### src/rtl/prss_pkg.sv
// ----------------------------------------------------------------------------
// prss_pkg
// shared types, sizes and the microcode table for the pascal row square sum
// ----------------------------------------------------------------------------
package prss_pkg;

  // largest row whose square sum fits the result
  localparam int MAX_ROW     = 33;
  localparam int STORE_DEPTH = MAX_ROW + 1;
  localparam int ADDR_W      = $clog2(STORE_DEPTH);
  // widest entry of row MAX_ROW is below 2^31
  localparam int ENTRY_W     = 31;
  localparam int PROD_W      = 2 * ENTRY_W;
  localparam int SUM_W       = 63;
  localparam int ROW_W       = 6;
  localparam int UPC_W       = 4;

  typedef logic [UPC_W-1:0]   upc_t;
  typedef logic [ROW_W-1:0]   row_t;
  typedef logic [ADDR_W-1:0]  addr_t;
  typedef logic [ENTRY_W-1:0] entry_t;
  typedef logic [PROD_W-1:0]  prod_t;
  typedef logic [SUM_W-1:0]   sum_t;

  // microprogram step addresses
  localparam upc_t ST_IDLE    = 4'd0;
  localparam upc_t ST_CHECK   = 4'd1;
  localparam upc_t ST_INIT    = 4'd2;
  localparam upc_t ST_ROW     = 4'd3;
  localparam upc_t ST_INNER   = 4'd4;
  localparam upc_t ST_ROW_END = 4'd5;
  localparam upc_t ST_SUM     = 4'd6;
  localparam upc_t ST_SQUARE  = 4'd7;
  localparam upc_t ST_DRAIN   = 4'd8;
  localparam upc_t ST_DONE    = 4'd9;
  localparam upc_t ST_RETURN  = 4'd10;

  typedef enum logic [1:0] {K_HOLD, K_ZERO, K_ONE, K_INC} k_op_t;
  typedef enum logic [1:0] {R_HOLD, R_ONE, R_INC} r_op_t;
  typedef enum logic [1:0] {C_HOLD, C_ONE, C_DATA} carry_op_t;
  typedef enum logic [1:0] {W_NONE, W_FIRST_ONE, W_K_SUM, W_R_ONE} wr_op_t;
  typedef enum logic [1:0] {P_HOLD, P_CLEAR, P_SQUARE} prod_op_t;

  typedef enum logic [3:0] {
    J_NEVER,
    J_ALWAYS,
    J_NOT_ACCEPT,
    J_OVF,
    J_N_ZERO,
    J_R_EQ_1,
    J_K_NEXT_LT_R,
    J_R_LT_N,
    J_K_LT_N,
    J_OUT_BUSY
  } jump_t;

  typedef struct packed {
    logic      accept;
    k_op_t     k_op;
    r_op_t     r_op;
    carry_op_t carry_op;
    wr_op_t    wr_op;
    prod_op_t  prod_op;
    logic      acc_add;
    logic      out_ld;
    jump_t     jump;
    upc_t      target;
  } ctrl_t;

  typedef struct packed {
    logic ovf;
    logic n_zero;
    logic r_eq_1;
    logic k_next_lt_r;
    logic r_lt_n;
    logic k_lt_n;
    logic out_busy;
  } status_t;

  localparam ctrl_t CTRL_NOP = '{
    accept:   1'b0,
    k_op:     K_HOLD,
    r_op:     R_HOLD,
    carry_op: C_HOLD,
    wr_op:    W_NONE,
    prod_op:  P_HOLD,
    acc_add:  1'b0,
    out_ld:   1'b0,
    jump:     J_NEVER,
    target:   ST_IDLE
  };

  // microcode rom
  function automatic ctrl_t ucode_word(input upc_t addr);
    ctrl_t w;
    w = CTRL_NOP;
    unique case (addr)
      ST_IDLE: begin
        w.accept = 1'b1;
        w.jump   = J_NOT_ACCEPT;
        w.target = ST_IDLE;
      end
      ST_CHECK: begin
        w.jump   = J_OVF;
        w.target = ST_DONE;
      end
      ST_INIT: begin
        w.wr_op  = W_FIRST_ONE;
        w.r_op   = R_ONE;
        w.jump   = J_N_ZERO;
        w.target = ST_SUM;
      end
      ST_ROW: begin
        w.k_op     = K_ONE;
        w.carry_op = C_ONE;
        w.jump     = J_R_EQ_1;
        w.target   = ST_ROW_END;
      end
      ST_INNER: begin
        w.wr_op    = W_K_SUM;
        w.carry_op = C_DATA;
        w.k_op     = K_INC;
        w.jump     = J_K_NEXT_LT_R;
        w.target   = ST_INNER;
      end
      ST_ROW_END: begin
        w.wr_op  = W_R_ONE;
        w.r_op   = R_INC;
        w.jump   = J_R_LT_N;
        w.target = ST_ROW;
      end
      ST_SUM: begin
        w.k_op    = K_ZERO;
        w.prod_op = P_CLEAR;
      end
      ST_SQUARE: begin
        w.prod_op = P_SQUARE;
        w.acc_add = 1'b1;
        w.k_op    = K_INC;
        w.jump    = J_K_LT_N;
        w.target  = ST_SQUARE;
      end
      ST_DRAIN: begin
        w.acc_add = 1'b1;
      end
      ST_DONE: begin
        w.out_ld = 1'b1;
        w.jump   = J_OUT_BUSY;
        w.target = ST_DONE;
      end
      ST_RETURN: begin
        w.jump   = J_ALWAYS;
        w.target = ST_IDLE;
      end
      default: begin
        w.jump   = J_ALWAYS;
        w.target = ST_IDLE;
      end
    endcase
    return w;
  endfunction

endpackage

### src/rtl/pascal_row_square_sum.sv
// ----------------------------------------------------------------------------
// pascal_row_square_sum
// sum of the squares of one row of pascal's triangle, microcoded
// ----------------------------------------------------------------------------
// latency for row n <= 33 (accept to out_valid) is set by one row store write
// per inner entry and one squaring per entry on the multiplier; rows above 33
// go from the check step straight to the done step; one transaction at a
// time, next accept in the idle step via the return step once the result is
// registered; synchronous reset returns the step counter to idle and clears
// out_valid, the row store is rebuilt from row 0 for each in-range transaction
// ----------------------------------------------------------------------------
module pascal_row_square_sum (
  input  logic        clk,
  input  logic        rst,
  // input channel
  input  logic        in_valid,
  output logic        in_stall,
  input  logic [5:0]  row_index,
  // output channel
  output logic        out_valid,
  input  logic        out_stall,
  output logic [62:0] square_sum,
  output logic        overflow
);

  // control word of the current microcode step
  prss_pkg::ctrl_t   ctrl;
  // branch conditions back from the datapath
  prss_pkg::status_t status;

  // only the idle step takes a new transaction
  assign in_stall = !ctrl.accept;

  // step counter and microcode rom
  prss_sequencer u_seq (
    .clk      (clk),
    .rst      (rst),
    .in_valid (in_valid),
    .status   (status),
    .ctrl     (ctrl)
  );

  // row store, adder, squarer, accumulator and output register
  prss_datapath u_dp (
    .clk        (clk),
    .rst        (rst),
    .ctrl       (ctrl),
    .in_valid   (in_valid),
    .row_index  (row_index),
    .out_stall  (out_stall),
    .status     (status),
    .out_valid  (out_valid),
    .square_sum (square_sum),
    .overflow   (overflow)
  );

endmodule

### src/rtl/prss_sequencer.sv
// ----------------------------------------------------------------------------
// prss_sequencer
// step counter, microcode lookup and conditional jumps
// ----------------------------------------------------------------------------
module prss_sequencer (
  input  logic             clk,
  input  logic             rst,
  input  logic             in_valid,
  input  prss_pkg::status_t status,
  output prss_pkg::ctrl_t   ctrl
);

  prss_pkg::upc_t upc;
  prss_pkg::upc_t upc_next;
  logic           taken;

  assign ctrl = prss_pkg::ucode_word(upc);

  always_comb begin
    unique case (ctrl.jump)
      prss_pkg::J_NEVER:       taken = 1'b0;
      prss_pkg::J_ALWAYS:      taken = 1'b1;
      prss_pkg::J_NOT_ACCEPT:  taken = !in_valid;
      prss_pkg::J_OVF:         taken = status.ovf;
      prss_pkg::J_N_ZERO:      taken = status.n_zero;
      prss_pkg::J_R_EQ_1:      taken = status.r_eq_1;
      prss_pkg::J_K_NEXT_LT_R: taken = status.k_next_lt_r;
      prss_pkg::J_R_LT_N:      taken = status.r_lt_n;
      prss_pkg::J_K_LT_N:      taken = status.k_lt_n;
      prss_pkg::J_OUT_BUSY:    taken = status.out_busy;
      default:                 taken = 1'b1;
    endcase
    upc_next = taken ? ctrl.target : upc + prss_pkg::upc_t'(1);
  end

  always_ff @(posedge clk) begin
    if (rst) begin
      upc <= prss_pkg::ST_IDLE;
    end else begin
      upc <= upc_next;
    end
  end

endmodule

### src/rtl/prss_datapath.sv
// ----------------------------------------------------------------------------
// prss_datapath
// row store, index registers, adder, squarer, accumulator and result register
// ----------------------------------------------------------------------------
module prss_datapath (
  input  logic                      clk,
  input  logic                      rst,
  input  prss_pkg::ctrl_t            ctrl,
  input  logic                      in_valid,
  input  logic [5:0]                row_index,
  input  logic                      out_stall,
  output prss_pkg::status_t          status,
  output logic                      out_valid,
  output logic [62:0]               square_sum,
  output logic                      overflow
);

  prss_pkg::entry_t row_store [prss_pkg::STORE_DEPTH];

  prss_pkg::row_t   n;
  prss_pkg::row_t   r;
  prss_pkg::row_t   r_next;
  prss_pkg::row_t   k;
  prss_pkg::row_t   k_next;
  logic             ovf;
  prss_pkg::entry_t carry;
  prss_pkg::entry_t rdata;
  prss_pkg::prod_t  prod;
  prss_pkg::sum_t   acc;

  logic             wr_en;
  prss_pkg::addr_t  waddr;
  prss_pkg::entry_t wdata;
  logic             accept;
  logic             out_free;

  assign accept   = in_valid && ctrl.accept;
  assign out_free = !out_valid || !out_stall;

  always_comb begin
    unique case (ctrl.k_op)
      prss_pkg::K_ZERO: k_next = '0;
      prss_pkg::K_ONE:  k_next = prss_pkg::row_t'(1);
      prss_pkg::K_INC:  k_next = k + prss_pkg::row_t'(1);
      default:          k_next = k;
    endcase
    unique case (ctrl.r_op)
      prss_pkg::R_ONE: r_next = prss_pkg::row_t'(1);
      prss_pkg::R_INC: r_next = r + prss_pkg::row_t'(1);
      default:         r_next = r;
    endcase
  end

  always_comb begin
    wr_en = 1'b1;
    waddr = k[prss_pkg::ADDR_W-1:0];
    wdata = rdata + carry;
    unique case (ctrl.wr_op)
      prss_pkg::W_FIRST_ONE: begin
        waddr = '0;
        wdata = prss_pkg::entry_t'(1);
      end
      prss_pkg::W_K_SUM: begin
        waddr = k[prss_pkg::ADDR_W-1:0];
      end
      prss_pkg::W_R_ONE: begin
        waddr = r[prss_pkg::ADDR_W-1:0];
        wdata = prss_pkg::entry_t'(1);
      end
      default: begin
        wr_en = 1'b0;
      end
    endcase
  end

  // row store: one write, one registered read at the upcoming index
  always_ff @(posedge clk) begin
    if (wr_en) begin
      row_store[waddr] <= wdata;
    end
    if (k_next < prss_pkg::row_t'(prss_pkg::STORE_DEPTH)) begin
      rdata <= row_store[k_next[prss_pkg::ADDR_W-1:0]];
    end
  end

  always_ff @(posedge clk) begin
    k <= k_next;
    r <= r_next;
    if (accept) begin
      n   <= row_index;
      ovf <= row_index > prss_pkg::row_t'(prss_pkg::MAX_ROW);
    end
    unique case (ctrl.carry_op)
      prss_pkg::C_ONE:  carry <= prss_pkg::entry_t'(1);
      prss_pkg::C_DATA: carry <= rdata;
      default:          carry <= carry;
    endcase
    unique case (ctrl.prod_op)
      prss_pkg::P_CLEAR:  prod <= '0;
      prss_pkg::P_SQUARE: prod <= rdata * rdata;
      default:            prod <= prod;
    endcase
    if (accept) begin
      acc <= '0;
    end else if (ctrl.acc_add) begin
      acc <= acc + prss_pkg::sum_t'(prod);
    end
    if (ctrl.out_ld && out_free) begin
      square_sum <= acc;
      overflow   <= ovf;
    end
  end

  always_ff @(posedge clk) begin
    if (rst) begin
      out_valid <= 1'b0;
    end else if (ctrl.out_ld && out_free) begin
      out_valid <= 1'b1;
    end else if (!out_stall) begin
      out_valid <= 1'b0;
    end
  end

  assign status.ovf         = ovf;
  assign status.n_zero      = n == '0;
  assign status.r_eq_1      = r == prss_pkg::row_t'(1);
  assign status.k_next_lt_r = (k + prss_pkg::row_t'(1)) < r;
  assign status.r_lt_n      = r < n;
  assign status.k_lt_n      = k < n;
  assign status.out_busy    = !out_free;

endmodule
### config.mk
export PLATFORM = sky130hd
export DESIGN_NAME = pascal_row_square_sum
export DESIGN_NICKNAME = d
export VERILOG_FILES = /design/src/rtl/prss_pkg.sv /design/src/rtl/pascal_row_square_sum.sv /design/src/rtl/prss_sequencer.sv /design/src/rtl/prss_datapath.sv
export SDC_FILE = /design/constraint.sdc
export NUM_CORES = 2
export LEC_CHECK = 0
export ABC_CLOCK_PERIOD_IN_PS = 10300
export BUFFER_PORTS_ARGS = -buffer_cell sky130_fd_sc_hd__buf_2
export CAP_MARGIN = 20
export CORE_MARGIN = 4
export CORE_UTILIZATION = 25
export DETAILED_ROUTE_END_ITERATION = 16
export MAX_ROUTING_LAYER = met4
export PLACE_DENSITY_LB_ADDON = 0.12
export SETUP_SLACK_MARGIN = 0.15
export SKIP_LAST_GASP = 1
export SLEW_MARGIN = 20
export SYNTH_ARGS = -nofsm -noshare
export SYNTH_HDL_FRONTEND = slang
export SYNTH_SLANG_ARGS = --single-unit
### constraint.sdc
create_clock -name clk -period 10.3 [get_ports clk]
set_input_delay 2.06 -clock clk [delete_from_list [all_inputs] [get_ports clk]]
set_output_delay 2.06 -clock clk [all_outputs]
set_load 0.005 [all_outputs]
==> results_dict.tcl <==
set metrics [dict create \
    path_class "reg2reg" \
    synthTopCellsByCount "nand2_1 (1502), edfxtp_1 (1254), inv_1 (971)" \
    arrival_ps 9730 \
    critPathBufInv 7 \
    synthFlopType "edfxtp_1" \
    clock-skew-final_ps 113 \
    grt-ovfl-total 0 \
    firstDrtPassIters 5 \
    hold_class "reg2reg" \
    synth_seq_cells 1328 \
    startpoint "u_dp.rdata[23]$_DFFE_PN_" \
    area_growth_pct 13.1 \
    drive_above_1_share 0.0695 \
    grt_pass1_wl_um 410000 \
    grt_pass1_vias 58339 \
    worst_r2r_path_depth 26 \
    clk-insertion-delay-late_ps 870 \
    fmax_ghz 0.110 \
    slowest_stage "edfxtp_1" \
    htree_levels 4 \
    start_kind "flip-flop" \
    min_period_ps 9120 \
    netlist_area_um2 84000 \
    postCtsSetupRepairBufs 0 \
    fp.dieH_um 588 \
    wl_per_cell_um 22.8 \
    place_hpwl_um 177000 \
    maxCapViolCount 0 \
    top_level_ports 76 \
    fin_crit_sh 0.885 \
    die_width_um 588 \
    vias 55945 \
    relSlewSlack 0.246 \
    synth_top_area_share 0.448 \
    hold_buffers 0 \
    clock-sinks 1328 \
    syn_avg_cell_area_um2 11.0 \
    core_um2 334000 \
    yosys.cell_count.top_type "nand2_1" \
    max_stage_delay_ps 810 \
    cts_inserted_buffers 161 \
    timing.rr.start "u_dp.rdata[23]$_DFFE_PN_" \
    ys_warn_count 0 \
    cts_resized 0 \
    synth.distinct_cells 81 \
    worstSetupEndpoint "u_dp.prod[60]$_SDFFCE_PP0P_" \
    cp-end-kind "flip-flop" \
    clk_path_buf_depth 4 \
    worst-path-max-fanout 12 \
    worstPathRequired_ps 10910 \
    globalplace.congestion 0.817 \
    status "finished clean" \
    grt_usage 0.162 \
    postRouteAntennaNets 0 \
    start_util 0.251 \
    route.detailed.drc 0 \
    ff2ff_setup_slack_ps 1180 \
    syn-num-nets 8805 \
    cts_tree "done" \
    setup_violations 0 \
    ys_seq_area_frac 0.466 \
    crit_top_cell "fa_1" \
    synthCells 7659 \
    r2r-end "u_dp.prod[60]$_SDFFCE_PP0P_" \
    cts-root-buf "clkbuf_16" \
    drt_iter0_markers 3422 \
    avgViaCountPerCell 4.60 \
    ys_async_sr_fraction 0 \
    synth_edf_count 1254 \
    drv_slew 0 \
    clk_pin_slew_ps 70 \
    antenna_found_initial 11 \
    setup_tns_ps 0 \
    die-area_um2 346000 \
    cp_top_family "adder cells" \
    worst_slew_pin_slew_ps 1130 \
    grt_max_degree 114 \
    nets 8808 \
    num_rows 212 \
    yosysTopAreaCell "edfxtp_1" \
    synthTopCellsByArea "edfxtp_1 (45%), fa_1 (18%), nand2_1 (6.7%)" \
    finalHoldViolCount 0 \
    grt_setup_unrepaired "no" \
    port_buffers 75 \
    finalWirelength_um 278000 \
    cp_num_cells 26 \
]
==> sequential cells by signal, indices dropped and copies added (netlist names), 4 cells and up <==
name / count
u_dp.row_store: 1054
u_dp.acc: 63
u_dp.square_sum: 63
u_dp.prod: 61
u_dp.carry: 31
u_dp.rdata: 31
u_dp.k: 6
u_dp.n: 6
u_dp.r: 6
u_seq.upc: 4
==> layout make-up <==
class | count | area, um^2
Clock buffer | 204 | 4290
Sequential cell | 1328 | 39100
Multi-Input combinational cell | 4962 | 40200
Antenna cell | 5 | 12.5
Fill cell | 34699 | 239000
Tap cell | 4387 | 5490
Inverter | 976 | 3680
Clock inverter | 64 | 448
Timing Repair Buffer | 233 | 1760
==> worst register-to-register path, delay by kind of cell, from the launching register on <==
kind | cells | cell delay [ps]
DFF | 1 | 810
adders and majority gates | 9 | 4240
buffers and inverters | 7 | 770
and+or+nand+nor | 4 | 1070
muxes | 1 | 200
AOI/OAI and AO/OA | 5 | 1790
==> kinds of logic (layout without fill, tap and decap cells) <==
family	after synthesis	after routing	share of synthesized area
simple gates	2797	2797	0.149
buf+inv	1369	1477	0.0614
flops	1328	1328	0.466
fa+ha+maj	1136	1136	0.236
compound gates	869	869	0.0711
xor+xnor	149	149	0.0155
mux	11	11	0.00132
other cells	0	5	0
==> routing by layer <==
metal,vias up,share of wire,routed length [um],GRT usage
met2,975,0.48,134000,0.268
li1,25851,-,-,-
met4,0,0.022,6000,0.0335
met3,301,0.033,9270,0.0176
met1,28818,0.46,128000,0.216
met5,-,0,0,-
==> metrics by stage <==
stage          worst slack, ps  cells   util  hold slack [ps]  cell area, um^2
3_5_place_dp              1200  11885  0.270              441            90300
4_1_cts                   1140  12153  0.284              455            95000
2_1_floorplan             2600   7659      -              417            84000
5_1_grt                    733  12154  0.284              474            95000
6_report                  1180  12159  0.284              456            95000
3_3_place_gp              1180  11883  0.270              441            90200
==> placed cells by master (no fill, tap or decap), drive strengths merged, types with 189 or more instances in the layout <==
cell type	n
nand2	1502
inv	978
buf	233
edfxtp	1254
and2	288
a311oi	189
nand3	550
a21oi	224
nor2	197
clkbuf	204
ha	387
fa	749
==> worst min path at each step <==
stage | from | to | slack [ps] | cells after the start
2_1_floorplan | u_dp.acc[62]$_SDFFE_PP0P_ | u_dp.square_sum[62]$_DFFE_PP_ | 420 | 0
3_3_place_gp | u_dp.acc[62]$_SDFFE_PP0P_ | u_dp.square_sum[62]$_DFFE_PP_ | 440 | 0
3_5_place_dp | u_dp.acc[62]$_SDFFE_PP0P_ | u_dp.square_sum[62]$_DFFE_PP_ | 440 | 0
4_1_cts | u_dp.acc[62]$_SDFFE_PP0P_ | u_dp.square_sum[62]$_DFFE_PP_ | 450 | 0
5_1_grt | u_dp.acc[62]$_SDFFE_PP0P_ | u_dp.square_sum[62]$_DFFE_PP_ | 470 | 0
6_report | u_dp.acc[62]$_SDFFE_PP0P_ | u_dp.square_sum[62]$_DFFE_PP_ | 460 | 0
Power is left out: the tool's default activity adds up to more than one toggle a clock period on the data nets, which glitch-free logic cannot reach.
